`src/hdl/mhpq_pkg.sv`:
```
// Shared constants and controller/datapath interface types for the min-heap queue.
package mhpq_pkg;

	localparam int CAPACITY = 16;
	localparam int DATA_W   = 32;
	localparam int ADDR_W   = $clog2(CAPACITY);
	localparam int CNT_W    = $clog2(CAPACITY + 1);
	localparam int IDX_W    = ADDR_W + 2;
	localparam int OCNT_W   = 5;
	localparam int OUT_W    = 40;

	// commands from controller to datapath
	typedef struct packed {
		logic start;      // latch value, pos <= count
		logic up_read;    // read parent of pos
		logic up_move;    // parent moves down into pos, pos <= parent
		logic place;      // write held item at pos
		logic count_inc;
		logic last_read;  // read last entry
		logic last_load;  // held item <= last entry, count--, pos <= root
		logic down_read;  // read both children of pos
		logic down_move;  // smaller child moves up into pos, pos <= child
		logic result_load;
		logic result_rej;
	} cmd_t;

	// status from datapath to controller
	typedef struct packed {
		logic full;
		logic empty;
		logic pos_zero;
		logic up_less;
		logic no_left;
		logic down_sel;
		logic out_free;
	} sts_t;

endpackage

```
`src/hdl/mhpq_ctrl.sv`:
```
// Controller state machine sequencing push sift-up and pop sift-down.
module mhpq_ctrl (
	input  logic          clk,
	input  logic          arst_n,
	input  logic          in_valid,
	input  logic          in_mode,
	output logic          in_ready,
	input  mhpq_pkg::sts_t sts,
	output mhpq_pkg::cmd_t cmd
);
	import mhpq_pkg::*;

	typedef enum logic [2:0] {
		IDLE,
		PUSH_RD,
		PUSH_CMP,
		POP_RD,
		POP_LD,
		DOWN_RD,
		DOWN_CMP,
		FINISH
	} state_t;

	localparam logic MODE_PUSH = 1'b0;

	state_t state_q, state_d;
	logic   rej_q, rej_d;

	assign in_ready = (state_q == IDLE);

	always_comb begin
		cmd     = '0;
		state_d = state_q;
		rej_d   = rej_q;
		case (state_q)
			IDLE: begin
				if (in_valid) begin
					cmd.start = 1'b1;
					rej_d     = 1'b0;
					if (in_mode == MODE_PUSH) begin
						if (sts.full) begin
							rej_d   = 1'b1;
							state_d = FINISH;
						end else begin
							state_d = PUSH_RD;
						end
					end else begin
						if (sts.empty) begin
							rej_d   = 1'b1;
							state_d = FINISH;
						end else begin
							state_d = POP_RD;
						end
					end
				end
			end
			PUSH_RD: begin
				if (sts.pos_zero) begin
					cmd.place     = 1'b1;
					cmd.count_inc = 1'b1;
					state_d       = FINISH;
				end else begin
					cmd.up_read = 1'b1;
					state_d     = PUSH_CMP;
				end
			end
			PUSH_CMP: begin
				if (sts.up_less) begin
					cmd.up_move = 1'b1;
					state_d     = PUSH_RD;
				end else begin
					cmd.place     = 1'b1;
					cmd.count_inc = 1'b1;
					state_d       = FINISH;
				end
			end
			POP_RD: begin
				cmd.last_read = 1'b1;
				state_d       = POP_LD;
			end
			POP_LD: begin
				cmd.last_load = 1'b1;
				state_d       = DOWN_RD;
			end
			DOWN_RD: begin
				if (sts.no_left) begin
					cmd.place = 1'b1;
					state_d   = FINISH;
				end else begin
					cmd.down_read = 1'b1;
					state_d       = DOWN_CMP;
				end
			end
			DOWN_CMP: begin
				if (sts.down_sel) begin
					cmd.down_move = 1'b1;
					state_d       = DOWN_RD;
				end else begin
					cmd.place = 1'b1;
					state_d   = FINISH;
				end
			end
			FINISH: begin
				if (sts.out_free) begin
					cmd.result_load = 1'b1;
					state_d         = IDLE;
				end
			end
			default: begin
				state_d = IDLE;
			end
		endcase
		cmd.result_rej = rej_q;
	end

	always_ff @(posedge clk or negedge arst_n) begin
		if (!arst_n) begin
			state_q <= IDLE;
			rej_q   <= 1'b0;
		end else begin
			state_q <= state_d;
			rej_q   <= rej_d;
		end
	end

endmodule

```
`src/hdl/mhpq_dp.sv`:
```
// Datapath: heap memory, cursor registers, compare logic and result register.
module mhpq_dp (
	input  logic                             clk,
	input  logic                             arst_n,
	input  logic signed [mhpq_pkg::DATA_W-1:0] in_value,
	input  mhpq_pkg::cmd_t                   cmd,
	output mhpq_pkg::sts_t                   sts,
	output logic                             out_valid,
	input  logic                             out_ready,
	output logic [mhpq_pkg::OUT_W-1:0]       out_data
);
	import mhpq_pkg::*;

	logic signed [DATA_W-1:0] mem [CAPACITY];

	logic        [CNT_W-1:0]  count_q;
	logic        [ADDR_W-1:0] pos_q;
	logic signed [DATA_W-1:0] cur_q;
	logic signed [DATA_W-1:0] root_q;
	logic signed [DATA_W-1:0] rd0_q, rd1_q;
	logic                     out_valid_q;
	logic signed [DATA_W-1:0] out_top_q;
	logic        [OCNT_W-1:0] out_cnt_q;
	logic                     out_empty_q;
	logic                     out_rej_q;

	logic        [ADDR_W-1:0] parent;
	logic        [IDX_W-1:0]  l_idx, r_idx, cnt_ext;
	logic                     l_ok, r_ok, l_lt, r_lt;
	logic signed [DATA_W-1:0] sel_val, best_val;
	logic        [ADDR_W-1:0] best_pos;
	logic                     rd_en0, rd_en1;
	logic        [ADDR_W-1:0] rd_addr0, rd_addr1;
	logic                     wr_en;
	logic signed [DATA_W-1:0] wr_data;

	assign parent  = (pos_q - 1'b1) >> 1;
	assign l_idx   = {1'b0, pos_q, 1'b1};
	assign r_idx   = l_idx + 1'b1;
	assign cnt_ext = IDX_W'(count_q);
	assign l_ok    = l_idx < cnt_ext;
	assign r_ok    = r_idx < cnt_ext;

	// left child wins a tie; only strictly smaller children move up
	always_comb begin
		l_lt     = l_ok && (rd0_q < cur_q);
		sel_val  = l_lt ? rd0_q : cur_q;
		r_lt     = r_ok && (rd1_q < sel_val);
		best_val = r_lt ? rd1_q : rd0_q;
		best_pos = r_lt ? r_idx[ADDR_W-1:0] : l_idx[ADDR_W-1:0];
	end

	always_comb begin
		sts.full     = (count_q == CNT_W'(CAPACITY));
		sts.empty    = (count_q == '0);
		sts.pos_zero = (pos_q == '0);
		sts.up_less  = (cur_q < rd0_q);
		sts.no_left  = !l_ok;
		sts.down_sel = l_lt || r_lt;
		sts.out_free = !out_valid_q || out_ready;
	end

	always_comb begin
		rd_en0   = cmd.up_read | cmd.last_read | cmd.down_read;
		rd_en1   = cmd.down_read;
		rd_addr0 = parent;
		if (cmd.last_read) begin
			rd_addr0 = ADDR_W'(count_q - 1'b1);
		end else if (cmd.down_read) begin
			rd_addr0 = l_idx[ADDR_W-1:0];
		end
		rd_addr1 = r_idx[ADDR_W-1:0];
		wr_en    = cmd.place | cmd.up_move | cmd.down_move;
		wr_data  = best_val;
		if (cmd.place) begin
			wr_data = cur_q;
		end else if (cmd.up_move) begin
			wr_data = rd0_q;
		end
	end

	always_ff @(posedge clk) begin
		if (wr_en) begin
			mem[pos_q] <= wr_data;
		end
		if (rd_en0) begin
			rd0_q <= mem[rd_addr0];
		end
		if (rd_en1) begin
			rd1_q <= mem[rd_addr1];
		end
	end

	// payload registers
	always_ff @(posedge clk) begin
		if (cmd.start) begin
			cur_q <= in_value;
			pos_q <= ADDR_W'(count_q);
		end else if (cmd.last_load) begin
			cur_q <= rd0_q;
			pos_q <= '0;
		end else if (cmd.up_move) begin
			pos_q <= parent;
		end else if (cmd.down_move) begin
			pos_q <= best_pos;
		end
		// copy of the root entry kept for the result
		if (wr_en && pos_q == '0) begin
			root_q <= wr_data;
		end
		if (cmd.result_load) begin
			out_top_q   <= (count_q != '0) ? root_q : '0;
			out_cnt_q   <= OCNT_W'(count_q);
			out_empty_q <= (count_q == '0);
			out_rej_q   <= cmd.result_rej;
		end
	end

	always_ff @(posedge clk or negedge arst_n) begin
		if (!arst_n) begin
			count_q     <= '0;
			out_valid_q <= 1'b0;
		end else begin
			if (cmd.count_inc) begin
				count_q <= count_q + 1'b1;
			end else if (cmd.last_load) begin
				count_q <= count_q - 1'b1;
			end
			if (cmd.result_load) begin
				out_valid_q <= 1'b1;
			end else if (out_ready) begin
				out_valid_q <= 1'b0;
			end
		end
	end

	assign out_valid = out_valid_q;
	assign out_data  = {1'b0, out_rej_q, out_empty_q, out_cnt_q, out_top_q};

endmodule

```
`src/hdl/min_heap_priority_queue.sv`:
```
// Push sifts the item up: per level the parent is read, compared and moved down if larger.
// Pop loads the last entry as the root item and sifts it down, reading and comparing both
// children per level. A refused item goes straight to the final state. At 16 entries an
// item moves up at most four levels and down at most three. One item at a time; a result
// held by m_axis_tready stalls the block in its final state. Reset: arst_n clears the count
// and output valid; heap memory is not cleared, entries are only used after being written.
module min_heap_priority_queue (
	input  logic        clk,
	input  logic        arst_n,
	input  logic        s_axis_tvalid,
	output logic        s_axis_tready,
	input  logic [31:0] s_axis_tdata,  // [31:0] value
	input  logic [0:0]  s_axis_tuser,  // [0] mode: 0 push, 1 pop
	output logic        m_axis_tvalid,
	input  logic        m_axis_tready,
	output logic [39:0] m_axis_tdata   // [31:0] top_value, [36:32] entry_count,
	                                   // [37] is_empty, [38] rejected, [39] zero
);
	import mhpq_pkg::*;

	cmd_t cmd;
	sts_t sts;

	mhpq_ctrl u_ctrl (
		.clk      (clk),
		.arst_n   (arst_n),
		.in_valid (s_axis_tvalid),
		.in_mode  (s_axis_tuser[0]),
		.in_ready (s_axis_tready),
		.sts      (sts),
		.cmd      (cmd)
	);

	mhpq_dp u_dp (
		.clk       (clk),
		.arst_n    (arst_n),
		.in_value  ($signed(s_axis_tdata)),
		.cmd       (cmd),
		.sts       (sts),
		.out_valid (m_axis_tvalid),
		.out_ready (m_axis_tready),
		.out_data  (m_axis_tdata)
	);

endmodule
```
`config.mk`:
```
export PLATFORM = sky130hd
export DESIGN_NAME = min_heap_priority_queue
export DESIGN_NICKNAME = d
export VERILOG_FILES = /design/src/hdl/mhpq_pkg.sv /design/src/hdl/mhpq_ctrl.sv /design/src/hdl/mhpq_dp.sv /design/src/hdl/min_heap_priority_queue.sv
export SDC_FILE = /design/constraint.sdc
export NUM_CORES = 1
export LEC_CHECK = 0
export ABC_AREA = 0
export ABC_CLOCK_PERIOD_IN_PS = 11600
export BUFFER_PORTS_ARGS = -buffer_cell sky130_fd_sc_hd__buf_4
export CORE_MARGIN = 5
export CORE_UTILIZATION = 43
export CTS_CLUSTER_SIZE = 25
export DETAILED_ROUTE_END_ITERATION = 16
export SLEW_MARGIN = 5
export SYNTH_ARGS = -nofsm -noshare
export SYNTH_HDL_FRONTEND = slang
export SYNTH_HIERARCHICAL = 1
export SYNTH_SLANG_ARGS = --single-unit
export TNS_END_PERCENT = 10
```
`constraint.sdc`:
```
create_clock -name clk -period 11.6 [get_ports clk]
set_clock_uncertainty 0.15 [all_clocks]
set_input_delay 3.48 -clock clk [delete_from_list [all_inputs] [get_ports clk]]
set_output_delay 3.48 -clock clk [all_outputs]
set_load 0.005 [all_outputs]
```
==> run_results.csv, run 1 <==
group,metric,value,unit
worst_setup_path,required,11710,ps
clocking,htree_levels,3,
hold_path,hold_path_end,"u_dp/out_rej_q$_DFFE_PP_",
sta,holdWs,299.6,ps
drt,wl,82550,µm
drt,first_iter_violations,1973,
sta,max_freq,0.1160,GHz
sta,finalSetupViolations,0,
worst_setup_path,reg2reg_from,"u_dp/rd0_q[15]$_DFFE_PP_",
worst_setup_path,critPathKind,"register to register",
synthesis,synth-seq-cells,661,
synthesis,synth_mux_area_share,9.728,%
worst_setup_path,reg2reg_slack,2980,ps
hold_path,worstHoldPathCells,0,
sta,hold_viol,0,
die,die_h,277.8,µm
clocking,root_buffer,"clkbuf_16",
synthesis,seq_area_frac_synth,64.22,%
clocking,cts_tree,"yes",
synthesis,synth.distinct_cells,68,
run,drv_cap,0,
placement,place_congestion,0.8232,
hold_path,hold_path.class,"register to register",
drt,dr_total_vias,19350,
drt,drc,0,
cells_and_area,synthToLayoutAreaGrowth,12.59,%
worst_setup_path,crit_path_max_fanout,34,
clocking,clock_latency,620,ps
die,dieArea,0.07715,mm²
global_route,antenna_found_initial,0,
synthesis,synth_cells,2218,
die,fp-row-count,98,
die,start_util,43.28,%
clocking,post_cts_buffers,0,
sta,fin_crit,8623,ps
hold_path,min_from,"u_ctrl/rej_q$_DFFE_PN0P_",
clocking,cts_resized,0,
worst_setup_path,cp-end-kind,"register",
synthesis,yosysTopAreaCellShare,63.41,%
cells_and_area,final_cells,3262,
die,core_area,0.07124,mm²
clocking,cts_sinks,661,
synthesis,synth_xor_area_share,0.3409,%
synthesis,yosys.area_share.simple,9.143,%
global_route,grt_max_degree,163,
sta,setup_tns,0,ps
drt,drt-vias-per-instance,5.930,
synthesis,ys_async_sr_fraction,1.513,%
sta,tightest_slew,1049,ps
global_route,grt_pass1_vias,18880,
global_route,overflow,0,
synthesis,synth_nets,2333,
placement,postPlaceCellArea,0.03250,mm²
global_route,grtUsageTotal,20.94,%
clocking,clkTransAtPathRegs,60,ps
synthesis,synth_top_family_by_area,"compound AO/OA/AOI/OAI gates",
synthesis,yosys-top-cells-count,"edfxtp_1, nand2_1, a211oi_1",
synthesis,synth.most_common_cell,"edfxtp_1",
cells_and_area,final_area,0.03471,mm²
sta,fin_crit_sh,74.34,%
drt,first_pass_iters,6,
run_status,run_status,"completed",
worst_setup_path,crit_arrival,8730,ps
worst_setup_path,startpoint_type,"register",
drt,wl_per_cell,25.31,µm
clocking,postCtsHoldBufs,0,
synthesis,synth_area_per_cell,13.90,µm²
clocking,cts_buffer_depth,3,
synthesis,syn-cell-area,0.03083,mm²
worst_setup_path,worstSetupStartpoint,"u_dp/rd0_q[15]$_DFFE_PP_",
clocking,numCtsBuffers,73,
die,boundaryPins,79,
synthesis,synth_compound_area_share,10.64,%
placement,hpwl,48200,µm
cells_and_area,nets,2373,
sta,slew_viol_final,0,
sta,slew_headroom,30.07,%
worst_setup_path,rr_worst_depth,27,
cells_and_area,diodes,0,
synthesis,synthAdderAreaFrac,3.165,%
synthesis,synth-edff-count,651,
synthesis,synth_top_cell_by_area,"edfxtp_1",
cells_and_area,drive_above_1_share,18.47,%
drt,ant_nets,0,
sta,rsz0062_at_grt,"false",
placement,port_buffers,77,
synthesis,synth_area_leaders,"edfxtp_1, mux4_2, a211oi_1",
placement,place_inst,3132,
synthesis,synth-main-ff-cell,"edfxtp_1",
global_route,grt_pass1_wl,123100,µm
synthesis,yosysWarnings,6,
worst_setup_path,reg2reg_to,"u_dp/mem[4][23]$_DFFE_PP_",
die,die_w,277.8,µm
==> area by class of cell <==
| class | instances | area [µm²] |
|---|---|---|
| multi-input combinational | 1354 | 10410 |
| timing repair buffer | 122 | 940.9 |
| inverter | 46 | 172.7 |
| fill | 6041 | 36530 |
| tap | 950 | 1189 |
| sequential | 661 | 19800 |
| clock inverter | 42 | 284.0 |
| clock buffer | 87 | 1922 |
==> kinds of logic (layout without fill, tap and decap cells) <==
family | Yosys count | after routing
simple gates | 589 | 589
fa+ha+maj | 78 | 78
compound gates | 478 | 478
buf+inv | 203 | 297
xor+xnor | 12 | 12
mux | 196 | 196
flops | 661 | 661
other cells | 1 | 1
==> layout by cell type, fill, tap and decap left out, types with 14 or more instances in the layout <==
cell,instances
a211oi_1,162
a21o_1,16
a21oi_1,98
a311oi_1,66
a31oi_1,64
and2_1,128
buf_4,120
clkbuf_16,75
clkinv_1,18
clkinv_2,14
edfxtp_1,651
ha_1,77
inv_1,45
mux2_2,68
mux2_4,27
mux2i_1,35
mux4_2,64
nand2_1,318
nor2_1,23
nor2b_1,35
o21ai_0,42
==> stage by stage <==
step / utilization (%) / setup slack [ps]
2_1_floorplan: - / 3474
3_3_place_gp: 45.62 / 3099
3_5_place_dp: 45.62 / 3072
4_1_cts: 48.71 / 3051
5_1_grt: 48.72 / 2620
6_report: 48.72 / 2977
==> sequential cells by signal (all words and copies together), names as in the netlist <==
signal	cells
u_dp/out_empty_q	1
u_dp/rd1_q	32
u_dp/pos_q	4
u_dp/count_q	5
u_ctrl/state_q	3
u_dp/mem	512
u_dp/out_valid	1
u_dp/out_rej_q	1
u_dp/cur_q	32
u_ctrl/rej_q	1
u_dp/rd0_q	32
u_dp/out_top_q	32
u_dp/out_cnt_q	5
==> layer usage <==
| metal | GRT usage, % | up-vias | part of all wire, % |
|---|---|---|---|
| li1 | - | 8634 | - |
| met1 | 31.05 | 9828 | 45 |
| met2 | 32.27 | 767 | 45 |
| met3 | 3.333 | 116 | 7.5 |
| met4 | 5.921 | 0 | 2.1 |
| met5 | 0 | - | 0 |
==> how the worst max path moves through the flow <==
stage,cells past startpoint,slack (ps),to
floorplan,27,3470,u_dp/mem[3][0]$_DFFE_PP_
global placement,26,3100,u_dp/mem[4][24]$_DFFE_PP_
detailed placement,27,3070,u_dp/mem[4][23]$_DFFE_PP_
CTS,27,3050,u_dp/mem[4][23]$_DFFE_PP_
global route,27,2620,u_dp/mem[4][20]$_DFFE_PP_
finish,27,2980,u_dp/mem[4][23]$_DFFE_PP_
==> critical path, cell delays in order (launching register included) <==
cell,delay (ps)
edfxtp_1,380
inv_1,70
ha_1,430
nand4_1,350
nor3_1,330
a21boi_0,240
o31a_2,210
nor2b_1,60
xnor2_1,220
nor2_4,140
buf_4,540
mux2i_1,260
ha_1,270
a21o_1,170
a21o_1,170
a21oi_1,160
o21ai_0,330
nor4_1,310
o21ai_0,140
o21ai_2,250
mux2i_2,160
or2_2,310
nand2_1,120
a41o_2,880
or3_1,290
nand2_1,240
nor2_4,550
buf_4,460
Power of run 1 is not shown: default switching activity piles up to over one toggle a cycle in this logic, so the estimate is an artifact.
==> inputs of run 2 (changes only) <==
- ABC_CLOCK_PERIOD_IN_PS: 11600 -> 8900
- clock period: 11.6 -> 8.9 ns (I/O delays scaled with it)
==> run 2 against run 1 <==
Against the previous run:
- worst hold slack better by 2.8 ps
- critical path depth is 4 lower
- setup slack worse by 2000 ps
- via count is 0.88% higher
- global-route usage is 0.64 points higher
- register-to-register slack worse by 2000 ps
- sequential cell count stayed put
- fmax is 8.9% higher
- wire length is 4.0% higher
- die area stayed put
- final cell count is 0.49% lower
- highest routed layer is now met5
- non-clock buffer count is 15 lower
==> run_results.csv, run 2 (synthesized netlist as in run 1, its figures left out) <==
group,metric,value,unit
die,boundaryPins,79,
worst_setup_path,critPathKind,"register to register",
hold_path,hold_path_end,"u_dp/out_rej_q$_DFFE_PP_",
global_route,grt_pass1_wl,126500,µm
sta,hold_viol,0,
sta,fin_crit,7919,ps
sta,worst_slack,981.0,ps
worst_setup_path,reg2reg_slack,980,ps
worst_setup_path,reg2reg_from,"u_dp/cur_q[31]$_DFFE_PP_",
worst_setup_path,path_cells,"ha_1 > nand4_4 > nor2_1 > a221o_1 > a211oi_2 > nor2b_1 > xnor2_1 > nor2_4 > buf_4 > mux2i_1 > ha_1 > a2111oi_0 > o221ai_1 > a21oi_1 > o21ai_0 > o21ai_2 > mux2i_2 > or2_2 > nand2_1 > nor2_1 > or3_1 > nand2_1 > nor2_4",
die,fp-row-count,98,
worst_setup_path,slowest_delay,970,ps
placement,port_buffers,77,
global_route,antenna_found_initial,9,
worst_setup_path,critPathTopFamily,"simple AND/OR/NAND/NOR gates",
worst_setup_path,crit_path_max_fanout,32,
drt,wl,85830,µm
drt,wl_per_cell,26.44,µm
cells_and_area,final_cell_mix,"edfxtp_1, nand2_1, a211oi_1",
placement,place_congestion,0.9109,
clocking,cts_resized,0,
clocking,post_cts_buffers,0,
drt,drt-vias-per-instance,6.012,
clocking,postCtsHoldBufs,0,
run,drv_cap,0,
worst_setup_path,startpoint_type,"register",
worst_setup_path,reg2reg_to,"u_dp/mem[7][4]$_DFFE_PP_",
hold_path,worstHoldPathCells,0,
sta,fin_crit_sh,88.98,%
die,die_w,277.8,µm
cells_and_area,final_common_cell,"edfxtp_1",
hold_path,min_from,"u_ctrl/rej_q$_DFFE_PN0P_",
cells_and_area,fill_cells,6026,
clocking,numCtsBuffers,70,
global_route,grtUsageTotal,21.58,%
clocking,clkTransAtPathRegs,60,ps
sta,setup_tns,0,ps
cells_and_area,largest-register,"u_dp/mem",
clocking,clock_latency,610,ps
die,dieArea,0.07715,mm²
sta,max_freq,0.1263,GHz
die,die_h,277.8,µm
sta,rsz0062_at_grt,"false",
global_route,overflow,0,
sta,tightest_slew,1241,ps
placement,pre_cts_slack,845.1,ps
worst_setup_path,worstSetupStartpoint,"u_dp/cur_q[31]$_DFFE_PP_",
worst_setup_path,crit_arrival,7990,ps
drt,drc,0,
drt,dr_total_vias,19520,
placement,hpwl,53760,µm
worst_setup_path,cp-end-kind,"register",
drt,first_pass_iters,5,
worst_setup_path,rr_worst_depth,23,
die,core_area,0.07124,mm²
clocking,root_buffer,"clkbuf_16",
sta,finalSetupViolations,0,
sta,slew_headroom,17.27,%
cells_and_area,synthToLayoutAreaGrowth,12.17,%
run_status,run_status,"completed",
clocking,cts_sinks,661,
cells_and_area,largest_reg_flops,512,
cells_and_area,multi_input_area,0.01041,mm²
die,start_util,43.28,%
worst_setup_path,critPathBufInv,1,
clocking,cts_buffer_depth,3,
cells_and_area,nets,2355,
clocking,htree_levels,3,
worst_setup_path,slowest_stage,"nor2_4",
cells_and_area,regArea,0.01980,mm²
drt,first_iter_violations,2290,
global_route,grt_max_degree,159,
clocking,cts_tree,"yes",
worst_setup_path,required,8970,ps
hold_path,hold_path.class,"register to register",
cells_and_area,drive_above_1_share,17.78,%
drt,ant_nets,0,
sta,slew_viol_final,0,
global_route,grt_pass1_vias,18790,
run 2: how the worst max path moves through the flow:
| stage | end | slack [ps] | depth (start not counted) |
|---|---|---|---|
| after floorplan | u_dp/mem[3][0]$_DFFE_PP_ | 770 | 27 |
| after global placement | u_dp/mem[7][26]$_DFFE_PP_ | 920 | 23 |
| after detailed placement | u_dp/mem[7][22]$_DFFE_PP_ | 850 | 23 |
| after CTS | u_dp/mem[7][19]$_DFFE_PP_ | 820 | 23 |
| after global routing | u_dp/mem[13][20]$_DFFE_PP_ | 360 | 24 |
| final | u_dp/mem[7][4]$_DFFE_PP_ | 980 | 23 |
run 2: worst register-to-register path, stage by stage, from the launching register on:
cell and delay (ps):
edfxtp_1 420, ha_1 460, nand4_4 170, nor2_1 60
a221o_1 330, a211oi_2 310, nor2b_1 210, xnor2_1 180
nor2_4 420, buf_4 480, mux2i_1 290, ha_1 260
a2111oi_0 440, o221ai_1 230, a21oi_1 360, o21ai_0 180
o21ai_2 250, mux2i_2 400, or2_2 190, nand2_1 70
nor2_1 140, or3_1 240, nand2_1 290, nor2_4 970
run 2: per-stage QoR:
step | util, % | hold WS [ps] | instances | area, µm²
detailed placement | 45.54 | 295.3 | 3118 | 32440
global placement | 45.54 | 287.6 | 3118 | 32440
CTS | 48.54 | 308.7 | 3245 | 34580
finish | 48.54 | 302.4 | 3246 | 34580
floorplan | - | 273.1 | 2218 | 30830
global route | 48.54 | 320.7 | 3245 | 34580
run 2: final cells by class:
class	count	share of cell area [%]
Inverter	46	0.4993
Tap cell	950	3.437
Antenna cell	1	0.007236
Sequential cell	661	57.25
Clock inverter	41	0.8177
Clock buffer	86	5.362
Timing Repair Buffer	107	2.540
Multi-Input combinational cell	1354	30.09
run 2: layer usage:
metal	vias to the layer above	global-route usage, %	part of all wire (%)
met1	9864	34.03	46
met4	4	4.742	1.5
met5	-	0	0.028
li1	8610	-	-
met3	99	5.883	11
met2	938	29.80	42
Power of run 2 is left out for the same reason.
